<file path="src/hdl/pmt_pkg.sv">
// ----------------------------------------------------------------------------
// pmt_pkg
// Shared types, constants and helpers for the page mapping table.
// ----------------------------------------------------------------------------
package pmt_pkg;

  localparam int DEF_MAX_ENTRIES = 256;
  localparam int DEF_PAGE_BITS   = 12;

  localparam int ADDR_W  = 32;
  localparam int COUNT_W = 9;   // width of the reported count

  // Payload widths on the stream ports
  localparam int S_DATA_W = 64; // virt_addr, phys_addr
  localparam int M_DATA_W = 48; // status, translated_addr, mapped_count, pad

  typedef enum logic [2:0] {
    ST_OK        = 3'd0,
    ST_NULL_PHYS = 3'd1,
    ST_UNALIGNED = 3'd2,
    ST_FULL      = 3'd3,
    ST_MISS      = 3'd4
  } status_t;

  localparam logic FUNC_MAP       = 1'b0;
  localparam logic FUNC_TRANSLATE = 1'b1;

  typedef struct packed {
    status_t             status;
    logic [ADDR_W-1:0]   addr;
    logic [COUNT_W-1:0]  count;
  } res_t;

  // Index width for a table of n entries, never zero
  function automatic int idx_w(input int n);
    return (n > 1) ? $clog2(n) : 1;
  endfunction

endpackage

</file>
<file path="src/hdl/pmt_ctrl.sv">
// ----------------------------------------------------------------------------
// pmt_ctrl
// Request sequencer: checks, linear table scan, update and result.
// ----------------------------------------------------------------------------
module pmt_ctrl #(
  parameter int MAX_ENTRIES = pmt_pkg::DEF_MAX_ENTRIES,
  parameter int PAGE_BITS   = pmt_pkg::DEF_PAGE_BITS,
  localparam int IDX_W      = pmt_pkg::idx_w(MAX_ENTRIES),
  localparam int VPN_W      = pmt_pkg::ADDR_W - PAGE_BITS
) (
  input  logic                      clk,
  input  logic                      rst,
  input  logic                      in_valid,
  output logic                      in_ready,
  input  logic                      in_func,
  input  logic [pmt_pkg::ADDR_W-1:0] in_va,
  input  logic [pmt_pkg::ADDR_W-1:0] in_pa,
  output logic                      res_valid,
  input  logic                      res_ready,
  output pmt_pkg::res_t             res,
  output logic                      vp_we,
  output logic                      pa_we,
  output logic [IDX_W-1:0]          ram_waddr,
  output logic [VPN_W-1:0]          vp_wdata,
  output logic [pmt_pkg::ADDR_W-1:0] pa_wdata,
  output logic [IDX_W-1:0]          ram_raddr,
  input  logic [VPN_W-1:0]          vp_rdata,
  input  logic [pmt_pkg::ADDR_W-1:0] pa_rdata
);

  import pmt_pkg::*;

  localparam int CNT_W = $clog2(MAX_ENTRIES + 1);
  localparam logic [CNT_W-1:0] CNT_MAX = CNT_W'(MAX_ENTRIES);

  typedef enum logic [1:0] {
    S_IDLE,
    S_SCAN,
    S_FINISH,
    S_SEND
  } state_t;

  state_t             state;
  logic               func_q;
  logic [ADDR_W-1:0]  va_q;
  logic [ADDR_W-1:0]  pa_q;
  logic [IDX_W-1:0]   chk_idx;
  logic               hit;
  logic [IDX_W-1:0]   hit_idx;
  logic [ADDR_W-1:0]  hit_phys;
  logic [CNT_W-1:0]   count;
  logic [CNT_W-1:0]   count_next;

  logic [VPN_W-1:0]   page_q;
  logic [ADDR_W-1:0]  offset_q;
  logic               in_beat;
  logic               is_full;

  assign page_q   = va_q[ADDR_W-1:PAGE_BITS];
  assign offset_q = ADDR_W'(va_q[PAGE_BITS-1:0]);
  assign in_beat  = in_valid && in_ready;
  assign is_full  = (count == CNT_MAX);
  assign in_ready  = (state == S_IDLE);
  assign res_valid = (state == S_SEND);

  // Table port drive: reads stream ahead of the compare by one entry,
  // writes happen only in the finish step.
  always_comb begin
    ram_raddr  = '0;
    ram_waddr  = hit ? hit_idx : count[IDX_W-1:0];
    vp_wdata   = page_q;
    pa_wdata   = pa_q;
    vp_we      = 1'b0;
    pa_we      = 1'b0;
    count_next = count;
    if (state == S_SCAN) begin
      ram_raddr = chk_idx + 1'b1;
    end
    if (state == S_FINISH && func_q == FUNC_MAP) begin
      if (hit) begin
        pa_we = 1'b1;
      end else if (!is_full) begin
        vp_we      = 1'b1;
        pa_we      = 1'b1;
        count_next = count + 1'b1;
      end
    end
  end

  always_ff @(posedge clk) begin
    if (rst) begin
      state <= S_IDLE;
      count <= '0;
    end else begin
      count <= count_next;
      unique case (state)
        S_IDLE: begin
          if (in_beat) begin
            func_q    <= in_func;
            va_q      <= in_va;
            pa_q      <= in_pa;
            chk_idx   <= '0;
            hit       <= 1'b0;
            res.addr  <= '0;
            res.count <= COUNT_W'(count);
            if (in_func == FUNC_MAP && in_pa == '0) begin
              res.status <= ST_NULL_PHYS;
              state      <= S_SEND;
            end else if (in_func == FUNC_MAP && in_va[PAGE_BITS-1:0] != '0) begin
              res.status <= ST_UNALIGNED;
              state      <= S_SEND;
            end else if (count == '0) begin
              state <= S_FINISH;
            end else begin
              state <= S_SCAN;
            end
          end
        end
        S_SCAN: begin
          if (vp_rdata == page_q) begin
            hit      <= 1'b1;
            hit_idx  <= chk_idx;
            hit_phys <= pa_rdata;
            state    <= S_FINISH;
          end else if (CNT_W'(chk_idx) + 1'b1 == count) begin
            state <= S_FINISH;
          end else begin
            chk_idx <= chk_idx + 1'b1;
          end
        end
        S_FINISH: begin
          res.count <= COUNT_W'(count_next);
          res.addr  <= '0;
          if (func_q == FUNC_TRANSLATE) begin
            if (hit) begin
              res.status <= ST_OK;
              res.addr   <= hit_phys + offset_q;
            end else begin
              res.status <= ST_MISS;
            end
          end else if (!hit && is_full) begin
            res.status <= ST_FULL;
          end else begin
            res.status <= ST_OK;
          end
          state <= S_SEND;
        end
        S_SEND: begin
          if (res_ready) begin
            state <= S_IDLE;
          end
        end
        default: state <= S_IDLE;
      endcase
    end
  end

endmodule

</file>
<file path="config.mk">
export PLATFORM = sky130hd
export DESIGN_NAME = pmt_ctrl
export DESIGN_NICKNAME = d
export VERILOG_FILES = /design/src/hdl/pmt_pkg.sv /design/src/hdl/pmt_ctrl.sv
export SDC_FILE = /design/constraint.sdc
export NUM_CORES = 1
export LEC_CHECK = 0
export BUFFER_PORTS_ARGS = -buffer_cell sky130_fd_sc_hd__buf_4
export CAP_MARGIN = 30
export CORE_UTILIZATION = 45
export DETAILED_ROUTE_END_ITERATION = 8
export PLACE_DENSITY = 0.7
export RECOVER_POWER = 100
export SLEW_MARGIN = 20
export SYNTH_ARGS = -nofsm -noshare
export SYNTH_HDL_FRONTEND = slang
export SYNTH_SLANG_ARGS = --single-unit
export TNS_END_PERCENT = 1
</file>
<file path="constraint.sdc">
create_clock -name clk -period 8.9 [get_ports clk]
set_input_delay 0.445 -clock clk [delete_from_list [all_inputs] [get_ports clk]]
set_output_delay 0.445 -clock clk [all_outputs]
set_load 0.1 [all_outputs]
</file>
; ---- Yosys cells after proc, flatten, opt, wreduce, memory -nomap -nowiden
; Cells that the tools add are included.
[op_classes]
addsub = 4
n_eq_ne = 13
n_mux = 34
bitwise_logic = 3
reduce_logical = 19
[op_table]
columns = operator, count
row1 = 44-bit one-hot mux with 2 select lines, 1
row2 = 32-bit 2-to-1 mux, 2
row3 = 44-bit 2-to-1 mux, 1
row4 = 8-bit 2-to-1 mux, 5
row5 = 32-bit by 12-bit adder with 32-bit output, 1
row6 = 32-bit logical NOT, 1
row7 = 9-bit 2-to-1 mux, 3
row8 = 20-bit == test, 1
row9 = 2-bit 2-to-1 mux, 8
row10 = 8-bit one-hot mux with 2 select lines, 1
row11 = 3-bit 2-to-1 mux, 4
row12 = 3-bit AND reduction, 4
row13 = 12-bit nonzero test, 1
row14 = 8-bit by 1-bit adder with 9-bit output (second input constant), 1
row15 = 9-bit by 1-bit adder with 9-bit output (second input constant), 1
row16 = 9-bit == test, 1
row17 = 9-bit == test (second input constant), 1
row18 = 9-bit logical NOT, 1
row19 = 8-bit by 1-bit adder with 8-bit output (second input constant), 1
row20 = 2-bit one-hot mux with 4 select lines, 1
row21 = 4-bit AND reduction, 2
row22 = 1-bit 2-to-1 mux, 7
row23 = 2-bit by 1-bit != test with 1-bit output (second input constant), 3
row24 = 3-bit by 1-bit != test with 1-bit output (second input constant), 2
row25 = other kinds (10), 19
[word_totals]
ff_bits = 169
inputBits = 121
output_inout_bits = 116
elab_cells = 85

; ---- Longest topological paths before layout
; Gate-level depths: netlist (run 1).
[logic_depth]
depth_word = 6
depth_mapped = 11
mapped_depth_nobuf = 10

; ---- Least setup slack after synthesis (run 1)
; No wires, ideal clock.
[synth_timing]
path_kind = reg-to-reg
start = reg state[0]
end = reg func_q (enable)
setup_time_ns = 0.582
arrival_time_ns = 6.305
required_time_ns = 8.318
path_slack_ns = 2.013
stages_incl_launch_ff = 5
path_buffers = 1
synth_period_minus_slack_ns = 6.887
path_cell_list = dfxtp_1 -> inv_1 -> ha_1 -> clkbuf_1 -> nor3b_1
[synth_between]
elab_chain_cells = 3
[synth_lines]
columns = element, line_no
row1 = from (decl), pmt_ctrl.sv:43  ; state_t state;
row2 = from (signal assigned), pmt_ctrl.sv:92  ; state <= S_IDLE;
row3 = from (signal assigned), pmt_ctrl.sv:108  ; state <= S_SEND;
row4 = from (signal assigned), pmt_ctrl.sv:111  ; state <= S_SEND;
row5 = 2-bit logical NOT (*), pmt_ctrl.sv:63  ; assign in_ready = (state == S_IDLE);
row6 = named net in_ready, pmt_ctrl.sv:14  ; output logic in_ready,
row7 = 1-bit logical AND, pmt_ctrl.sv:61  ; assign in_beat = in_valid && in_ready;
row8 = 3-bit AND reduction (no source line) (*), --
row9 = to (signal assigned), pmt_ctrl.sv:99  ; func_q <= in_func;
row10 = to (decl), pmt_ctrl.sv:44  ; logic func_q;
; The timed path passes the listed nets; every way through them passes the cells marked *.
; A chain may end at the register's enable or synchronous reset.

; ---- Worst setup path in the final report (run 1)
[layout_timing]
start = reg state[0]
end = reg va_q[1] (enable)
[layout_between]
elab_chain_cells = 3
[layout_lines]
columns = element, line_no
row1 = 2-bit logical NOT (*), "pmt_ctrl.sv:63, pmt_ctrl.sv:96"
row2 = 1-bit logical AND, pmt_ctrl.sv:61
row3 = 3-bit AND reduction (no source line) (*), --
row4 = to (signal assigned), pmt_ctrl.sv:100  ; va_q <= in_va;
row5 = to (decl), pmt_ctrl.sv:45  ; logic [ADDR_W-1:0] va_q;
; Mark *: on every way between the ends. The rest lies on a longest branch, timed or not.

==> flow_summary.toml, run 1 <==
[drt]
drc = 0
drtPass1Iterations = 4
ant_nets = 0
wirelength_mm = 17.3
avgRoutedWirePerCell_um = 17.1
route.vias.total = 5213
via_per_inst = 5.15
drt_iter0_drc = 293

[synthesis]
synthDistinctLibCells = 51
ys.flop_type = "edfxtp_1"
synth_area_mm2 = 0.00754
syn_inst = 558
synth_top_cell_area_share_pct = 62.9
yosysTopAreaCell = "edfxtp_1"
synth_common_cells = "edfxtp_1 (158), nor2_1 (32), xnor2_1 (31)"
syn_avg_cell_area_um2 = 13.5
yosys-top-cells-area = "edfxtp_1 (63%), xnor2_1 (3.6%), ha_1 (3.2%)"
async_reset_ff_share_pct = 0
ys.warnings.count = 0
seq_area_frac_synth_pct = 65.8
ys_seq_elements = 169
yosys.cell_count.top_type = "edfxtp_1"
synth_edf_count = 158
synthesis.nets = 699

[floorplanning]
die_h_um = 131
rows = 46
die_width_um = 131
fp.coreArea_mm2 = 0.0161
die-area_mm2 = 0.0173
io_pins = 237
initial_core_util_pct = 46.8

[cells_and_area]
syn_to_final_growth_pct = 25.4
nets = 924
fin_cells = 1012
multiInputGateArea_mm2 = 0.00232
drive_above_1_share_pct = 17.8
num_antenna_cells = 0
fillerInstances = 1471
final_util_pct = 58.7
regArea_mm2 = 0.00496

[timing]
hold_ws_ns = 0.213
final_hold_viol_count = 0
tns_ns = 0
worstMarginPinSlew_ns = 3.53
rsz0062_at_grt = "false"
slew-limit-headroom_pct = -136
fmax_mhz = 247
clock_skew_ns = 0.0116
finalSetupViolCount = 0
post-route-min-period_ns = 4.05
drv_slew = 107
min_period_over_period_pct = 45.5

[critical_path]
cp_top_family = "buffers and inverters"
rr_endpoint = "va_q[1]$_DFFE_PP_"
rr_worst_depth = 4
critical_path_class = "register to register"
r2r-start = "state[0]$_SDFFE_PP0P_"
rrSetupSlack_ns = 4.85
cp.required_ns = 8.85
crit_fanout = 65
cpMaxStageDelayCell = "clkbuf_1"
cp_data_arrival_time_ns = 4.00
slowest_delay_ns = 2.51
path_cells = "inv_1 -> ha_1 -> nor3b_1 -> clkbuf_1"
cp-end-kind = "register"
path_buf_inv = 2
critPathLaunchType = "register"

[clock_tree]
cts_hold_buf = 0
cts_buffer_depth = 2
clkLatencyLatePin_ns = 0.43
tritoncts.num_buffers = 17
post-cts-setup-buffers = 0
htree_num_levels = 4
cts_resized = 0
tritoncts = "yes"
clock-root-buffer = "clkbuf_16"
cts.sinks = 169
path_clk_slew_ns = 0.07

[grt]
grt_max_degree = 66
grtUsageMet1_pct = 23.4
top_usage_layer = "met2"
gr-usage-met2_pct = 36.7
grt_pass1_vias = 5315
antenna_found_initial = 0
grt_pass1_wl_mm = 27.5
gr-usage-met3_pct = 6.71
grt.total_usage_pct = 20.7
overflow = 0

[hold_path]
whs_endpoint = "hit_phys[21]$_DFFE_PP_"
hp-start = "pa_rdata[21]"
hold_depth = 1
hold_class = "input port to register"

[placement]
place_inst = 979
hpwl_mm = 13.2
place.gp.congestion = 0.886
portBuffers = 236

[power_and_ir_drop]
ir_drop_mv = 0.198
power_density_mw_per_mm2 = 280
p_leak_nw = 3.32

[outcome]
status = "finished with violations"
violations = "max-capacitance violations, max-slew violations"

[run]
drv_cap = 2
[cells in the final DEF, fill, tap and decap left out, types with 6 or more instances in the layout]
master | synthesis | layout
clkbuf_1 | 14 | 145
xor2_1 | 20 | 20
xnor2_1 | 31 | 31
nor3_1 | 9 | 9
clkbuf_16 | 0 | 17
mux2_2 | 6 | 6
or3_1 | 16 | 16
a21oi_1 | 21 | 21
nor2_1 | 32 | 32
ha_1 | 19 | 19
a21o_1 | 10 | 10
clkbuf_4 | 0 | 73
nand2_1 | 24 | 24
buf_4 | 20 | 23
nor2b_1 | 20 | 20
nor4_1 | 14 | 14
nand3_1 | 14 | 14
inv_1 | 17 | 17
dfxtp_1 | 11 | 11
edfxtp_1 | 158 | 158
and2_0 | 0 | 10
o21ai_0 | 21 | 21
nand4_1 | 12 | 12
[through the flow]
| stage | cell area, um^2 | power [mW] | setup WS [ns] |
|---|---|---|---|
| floorplan | 7540 | 1.82 | 2.01 |
| detailed placement | 9460 | 2.04 | 5.86 |
| finish | 9460 | 2.65 | 4.85 |
| global placement | 9420 | 2.01 | 5.95 |
| CTS | 10000 | 2.75 | 5.86 |
| global route | 9460 | 2.75 | 4.48 |
[final cells by class]
cell class	count	share of cell area, %
flip-flops and latches	169	52.5
multi-input cells	337	24.6
repair buffers	241	13.4
clock buffers	19	4.79
well taps	216	2.86
clock inverters	13	1.27
inverters	17	0.675
[report_power, final]
| group | internal (mW) | total, mW | switching, mW |
|---|---|---|---|
| Clock | 0.402 | 0.708 | 0.307 |
| Sequential | 0.996 | 1.04 | 0.0473 |
| Combinational | 0.150 | 0.897 | 0.747 |
[cells by family (layout without fill, tap and decap cells)]
group	count (synthesis)	after routing	share of synthesized area, %
simple gates	175	175	12.9
flops	169	169	65.8
compound gates	84	84	7.28
buf+inv	52	290	3.58
xor+xnor	51	51	5.92
fa+ha+maj	20	20	3.42
mux	7	7	1.03
[sequential cells by signal, summed over array words and instances (netlist names)]
name      count
chk_idx       8
count         9
func_q        1
hit           1
hit_idx       8
hit_phys     32
pa_wdata     32
res          44
state         2
va_q         32
[per-layer routing]
metal  vias up  part of all wire [%]
li1       2519                     -
met1      2503                    40
met2       179                    52
met3        12                   6.6
met4         0                   1.0
met5         -                     0
[worst max path at each step]
stage                                startpoint                     to  slack [ns]  cells past startpoint
after floorplan           state[0]$_SDFFE_PP0P_       func_q$_DFFE_PP_        2.01                      4
after global placement        va_q[6]$_DFFE_PP_  res[28]$_SDFFCE_PN0P_        5.95                      8
after detailed placement  hit_phys[6]$_DFFE_PP_  res[30]$_SDFFCE_PN0P_        5.86                      8
after CTS                 hit_phys[6]$_DFFE_PP_  res[26]$_SDFFCE_PN0P_        5.86                      8
after global routing      state[0]$_SDFFE_PP0P_      va_q[1]$_DFFE_PP_        4.48                      4
final                     state[0]$_SDFFE_PP0P_      va_q[1]$_DFFE_PP_        4.85                      4
No activity file was read; power rests on OpenSTA's default activity.
==> inputs of run 2 (changes only) <==
==> constraint.sdc (replaced) <==
create_clock -name clk -period 3.9 [get_ports clk]
set_input_delay 0.195 -clock clk [delete_from_list [all_inputs] [get_ports clk]]
set_output_delay 0.195 -clock clk [all_outputs]
set_load 0.1 [all_outputs]
==> run 2 against run 1 <==
  * The run now ends clean
  * Routed wire length is 12% higher
  * Design area is 9.9% higher
  * Combinational power is 140% higher
  * Critical endpoint is now vp_we
  * Highest routed layer unchanged
==> flow_summary.toml, run 2 (same netlist as run 1, synthesis figures left out) <==
[drt]
via_per_inst = 5.20
drc = 0
ant_nets = 0
drtPass1Iterations = 5
drt_iter0_drc = 369
route.vias.total = 5768
avgRoutedWirePerCell_um = 17.4
wirelength_mm = 19.3

[grt]
grt_pass1_wl_mm = 30.6
antenna_found_initial = 0
grt_pass1_vias = 5970
overflow = 0
grt.total_usage_pct = 23.0
grt_max_degree = 46

[clock_tree]
tritoncts.num_buffers = 17
clock-root-buffer = "clkbuf_16"
clkLatencyLatePin_ns = 0.42
cts.sinks = 169
path_clk_slew_ns = 0.06
tritoncts = "yes"
htree_num_levels = 4
cts_resized = 0
cts_buffer_depth = 2

[hold_path]
whs_endpoint = "count[5]$_SDFF_PP0_"
hp-start = "rst"
hold_class = "input port to register"
hold_depth = 2

[critical_path]
path_cells = "inv_1 -> ha_1 -> nor3b_1 -> and2_0 -> clkbuf_1"
rr_endpoint = "res[26]$_SDFFCE_PN0P_"
cpMaxStageDelayCell = "clkbuf_1"
cp_top_family = "buffers and inverters"
cp_data_arrival_time_ns = 2.84
slowest_delay_ns = 0.91
cp-end-kind = "primary output"
r2r-start = "hit_phys[6]$_DFFE_PP_"
rrSetupSlack_ns = 0.97
crit_fanout = 10
cp.required_ns = 3.70
path_buf_inv = 2
critical_path_class = "register to primary output"
rr_worst_depth = 9
critPathLaunchType = "register"

[cells_and_area]
final_area_mm2 = 0.0104
syn_to_final_growth_pct = 37.8
layout_commonest_cell = "edfxtp_1"
largest-register = "res"
regArea_mm2 = 0.00496
largest_reg_flops = 44
final_cell_mix = "edfxtp_1 (158), clkbuf_1 (148), dlygate4sd3_1 (97)"
multiInputGateArea_mm2 = 0.00232
num_antenna_cells = 0
nets = 1022
fillerInstances = 1334
drive_above_1_share_pct = 15.7

[timing]
rsz0062_at_grt = "false"
fmax_mhz = 329
final_hold_viol_count = 0
clock_skew_ns = 0.0112
finalSetupViolCount = 0
drv_slew = 0
slew-limit-headroom_pct = 7.23
post-route-min-period_ns = 3.04
worstMarginPinSlew_ns = 1.39
min_period_over_period_pct = 77.9

[placement]
place.gp.congestion = 0.905
place_area_mm2 = 0.00946
hpwl_mm = 13.1
portBuffers = 236

[power_and_ir_drop]
ir_drop_mv = 0.454
finalPower_mw = 6.05
p_comb_share_pct = 35.4
power_frac_seq_pct = 39.2
p_switching_mw = 2.51
power_density_mw_per_mm2 = 582
internal_power_mw = 3.55
netSwitchingFraction_pct = 41.4
p_leak_nw = 3.72
pwr-share-clk_pct = 25.4

[floorplanning]
die_width_um = 131
rows = 46
die_h_um = 131
io_pins = 237
die-area_mm2 = 0.0173
initial_core_util_pct = 46.8
fp.coreArea_mm2 = 0.0161

[outcome]
status = "completed"

[run]
drv_cap = 0
## run 2: how the worst max path moves through the flow
stage / start / to / slack [ns] / depth (start not counted)
after detailed placement: va_q[0]$_DFFE_PP_ / res[37]$_SDFFCE_PN0P_ / 1.09 / 10
after global routing: state[0]$_SDFFE_PP0P_ / vp_we / 0.68 / 5
final: state[0]$_SDFFE_PP0P_ / vp_we / 0.86 / 5
after floorplan: state[0]$_SDFFE_PP0P_ / func_q$_DFFE_PP_ / -0.68 / 4
after global placement: va_q[0]$_DFFE_PP_ / res[31]$_SDFFCE_PN0P_ / 1.29 / 10
after CTS: va_q[0]$_DFFE_PP_ / res[37]$_SDFFCE_PN0P_ / 1.07 / 10
## run 2: cell type report
cell class / instances / area share [%]
Clock buffer: 23 / 4.31
Clock inverter: 9 / 0.758
Timing Repair Buffer: 339 / 21.6
Multi-Input combinational cell: 337 / 22.3
Inverter: 17 / 0.614
Sequential cell: 169 / 47.8
Tap cell: 216 / 2.60
## run 2: power by group through the flow
| stage | clock [mW] | sequential (mW) | combinational [mW] |
|---|---|---|---|
| 2_1_floorplan | 0 | 3.14 | 1.01 |
| 3_5_place_dp | 0 | 2.41 | 2.24 |
| 3_3_place_gp | 0 | 2.40 | 2.21 |
| 5_1_grt | 1.64 | 2.39 | 2.23 |
| 4_1_cts | 1.57 | 2.37 | 2.32 |
| 6_report | 1.54 | 2.37 | 2.14 |
## run 2: per-layer routing
| metal | share of wire [%] | vias up | GRT usage, % | wire length [um] |
|---|---|---|---|---|
| met5 | 0 | - | 0 | 0 |
| met4 | 2.9 | 0 | 8.33 | 553 |
| met3 | 6.4 | 40 | 7.10 | 1230 |
| met2 | 52 | 232 | 41.5 | 10100 |
| met1 | 38 | 2777 | 25.1 | 7420 |
| li1 | - | 2719 | - | - |
## run 2: what timing repair did
item,CTS,global route
hold endpoints to repair,97,0
hold buffers,97,0
setup buffers,0,0
## run 2: metrics by stage
stage | setup TNS [ns] | setup slack (ns) | instances | util (%) | hold slack [ns]
2_1_floorplan | -44.45 | -0.677 | 558 | - | 0.294
3_3_place_gp | 0 | 1.29 | 981 | 58.7 | 0.373
3_5_place_dp | 0 | 1.09 | 981 | 58.7 | 0.374
4_1_cts | 0 | 1.07 | 1110 | 68.0 | 0.114
5_1_grt | 0 | 0.678 | 1110 | 64.5 | 0.0954
6_report | 0 | 0.861 | 1110 | 64.5 | 0.106
==> inputs of run 3 (changes only) <==
--- a/config.mk
+++ b/config.mk
@@ -9,7 +9,7 @@
 export CAP_MARGIN = 30
 export CORE_UTILIZATION = 45
 export DETAILED_ROUTE_END_ITERATION = 8
-export PLACE_DENSITY = 0.7
+export PLACE_DENSITY = 0.73
 export RECOVER_POWER = 100
 export SLEW_MARGIN = 20
 export SYNTH_ARGS = -nofsm -noshare
==> constraint.sdc (replaced) <==
create_clock -name clk -period 2.6 [get_ports clk]
set_input_delay 0.13 -clock clk [delete_from_list [all_inputs] [get_ports clk]]
set_output_delay 0.13 -clock clk [all_outputs]
set_load 0.1 [all_outputs]
==> run 3 against run 2 <==
  * Power grew 54%
  * Critical path depth grew 5
  * Sequential power rose by 49%
  * Clock power rose by 59%
  * Setup slack got worse by 0.79 ns
  * Utilization up 1.7 points
  * Clock skew up 0.0036 ns
  * First-iteration DRC count up 1.6%
  * Combinational power up 57%
  * Count of clock-buffer cells in the layout is 3 lower
  * Largest cell class unchanged
==> flow_summary.toml, run 3 (same netlist as run 1, synthesis figures left out) <==
[timing]
post-route-min-period_ns = 2.53
finalSetupViolCount = 0
worstMarginPinSlew_ns = 1.27
fmax_mhz = 395
setup_ws_ns = 0.0690
slew-limit-headroom_pct = 15.4
clock_skew_ns = 0.0148
rsz0062_at_grt = "true"
final_hold_viol_count = 0
min_period_over_period_pct = 97.3
drv_slew = 0

[grt]
grt.total_usage_pct = 23.1
antenna_found_initial = 0
grt_max_degree = 52
grt_pass1_vias = 6035
grt_pass1_wl_mm = 30.9
overflow = 0

[hold_path]
hold_depth = 2
hold_class = "input port to register"
whs_endpoint = "count[2]$_SDFF_PP0_"
hp-start = "rst"

[clock_tree]
clkLatencyLatePin_ns = 0.43
tritoncts = "yes"
htree_num_levels = 4
cts.sinks = 169
clock-root-buffer = "clkbuf_16"
path_clk_slew_ns = 0.07
cts_buffer_depth = 2
tritoncts.num_buffers = 17

[critical_path]
cp.required_ns = 2.88
rr_worst_depth = 10
crit_fanout = 7
r2r-start = "va_q[0]$_DFFE_PP_"
rrSetupSlack_ns = 0.07
critPathLaunchType = "register"
path_cells = "ha_2 -> inv_1 -> fa_2 -> nor2b_2 -> o31a_1 -> o21ai_2 -> a21o_4 -> a211o_4 -> or3_1 -> a21oi_1"
critical_path_class = "register to register"
cp-end-kind = "register"
cpMaxStageDelayCell = "a211o_4"
slowest_delay_ns = 0.35
cp_data_arrival_time_ns = 2.81
rr_endpoint = "res[39]$_SDFFCE_PN0P_"

[floorplanning]
rows = 46
die_h_um = 131
fp.coreArea_mm2 = 0.0161
die_width_um = 131
io_pins = 237
die-area_mm2 = 0.0173
initial_core_util_pct = 46.8

[drt]
drc = 0
route.vias.total = 5751
drtPass1Iterations = 5
wirelength_mm = 19.8
via_per_inst = 5.12
drt_iter0_drc = 375
avgRoutedWirePerCell_um = 17.6
ant_nets = 0

[cells_and_area]
final_cell_mix = "edfxtp_1 (158), clkbuf_1 (128), dlygate4sd3_1 (97)"
largest-register = "res"
layout_commonest_cell = "edfxtp_1"
syn_to_final_growth_pct = 41.5
fillerInstances = 1266
nets = 1035
num_antenna_cells = 0
largest_reg_flops = 44
drive_above_1_share_pct = 20.2
fin_cells = 1123

[placement]
place.gp.congestion = 0.893
pre_cts_ws_ns = -0.0733
hpwl_mm = 13.2
place_inst = 988
portBuffers = 236

[outcome]
status = "completed"

[power_and_ir_drop]
ir_drop_mv = 0.681
finalPower_mw = 9.34
power_density_mw_per_mm2 = 875
p_leak_nw = 3.87

[run]
drv_cap = 0
-- run 3: cell count changes in the layout (fill, tap and decap cells not counted), sizes merged --
cell      previous run  this run
buf                 23        46
inv                 18        19
clkbuf             242       228
a211o                2         3
clkinvlp             2         3
bufinv               1         2
-- run 3: worst max-delay path by stage --
stage               slack, ns             startpoint                     to  cells after the start
finish                   0.07      va_q[0]$_DFFE_PP_  res[39]$_SDFFCE_PN0P_                     10
global route           -0.005      va_q[0]$_DFFE_PP_  res[39]$_SDFFCE_PN0P_                     10
CTS                     0.007      va_q[0]$_DFFE_PP_  res[39]$_SDFFCE_PN0P_                     10
detailed placement      -0.07      va_q[0]$_DFFE_PP_  res[39]$_SDFFCE_PN0P_                     10
global placement         0.04      va_q[0]$_DFFE_PP_  res[31]$_SDFFCE_PN0P_                     10
floorplan               -0.55  state[1]$_SDFFE_PP0P_       func_q$_DFFE_PP_                      4
-- run 3: final cells by class --
cell class / instances / area [um^2] / share of cell area [%]
flip-flops and latches: 169 / 4960 / 46.5
inverters: 17 / 63.8 / 0.598
multi-input cells: 338 / 2400 / 22.5
clock inverters: 12 / 125 / 1.17
repair buffers: 351 / 2410 / 22.6
clock buffers: 20 / 437 / 4.09
well taps: 216 / 270 / 2.53
-- run 3: what timing repair did --
action                                  4_1_cts  5_1_grt
resized for setup                             6        9
hold buffers                                 97        0
endpoints found under the setup margin        7       25
pin swaps                                     3        2
endpoints found under the hold margin        97        0
gates cloned                                  1        0
setup buffers                                 5        0
-- run 3: worst max-delay path, delay by kind of cell, from the launching register on --
kind | cells | cell delay (ns)
AO/OA/AOI/OAI | 5 | 0.99
adder cells (fa/ha/maj) | 2 | 0.53
buffers and inverters | 1 | 0.05
flip-flops | 1 | 0.34
AND/OR/NAND/NOR | 2 | 0.45
-- run 3: through the flow --
stage          cell area, um^2  hold slack, ns  TNS [ns]  util, %
2_1_floorplan             7590           0.229    -49.74        -
6_report                 10700          0.0292         0     66.2
4_1_cts                  11200          0.0288         0     69.3
3_5_place_dp              9560           0.309    -0.334     59.3
3_3_place_gp              9560           0.308         0     59.3
5_1_grt                  10700          0.0312  -0.00650     66.2
-- run 3: routing by layer --
| layer | vias to the layer above | global-route usage, % | routed length (um) |
|---|---|---|---|
| met5 | - | 0 | 0 |
| met1 | 2745 | 26.2 | 7740 |
| met3 | 33 | 6.29 | 1220 |
| met4 | 0 | 8.46 | 477 |
| li1 | 2744 | - | - |
| met2 | 229 | 41.3 | 10300 |
-- run 3: report_power, final --
| group | switching (mW) | total (mW) | internal, mW |
|---|---|---|---|
| sequential | 0.147 | 3.53 | 3.39 |
| combinational | 2.65 | 3.35 | 0.701 |
| clock | 1.04 | 2.45 | 1.41 |
| total | 3.84 | 9.34 | 5.50 |
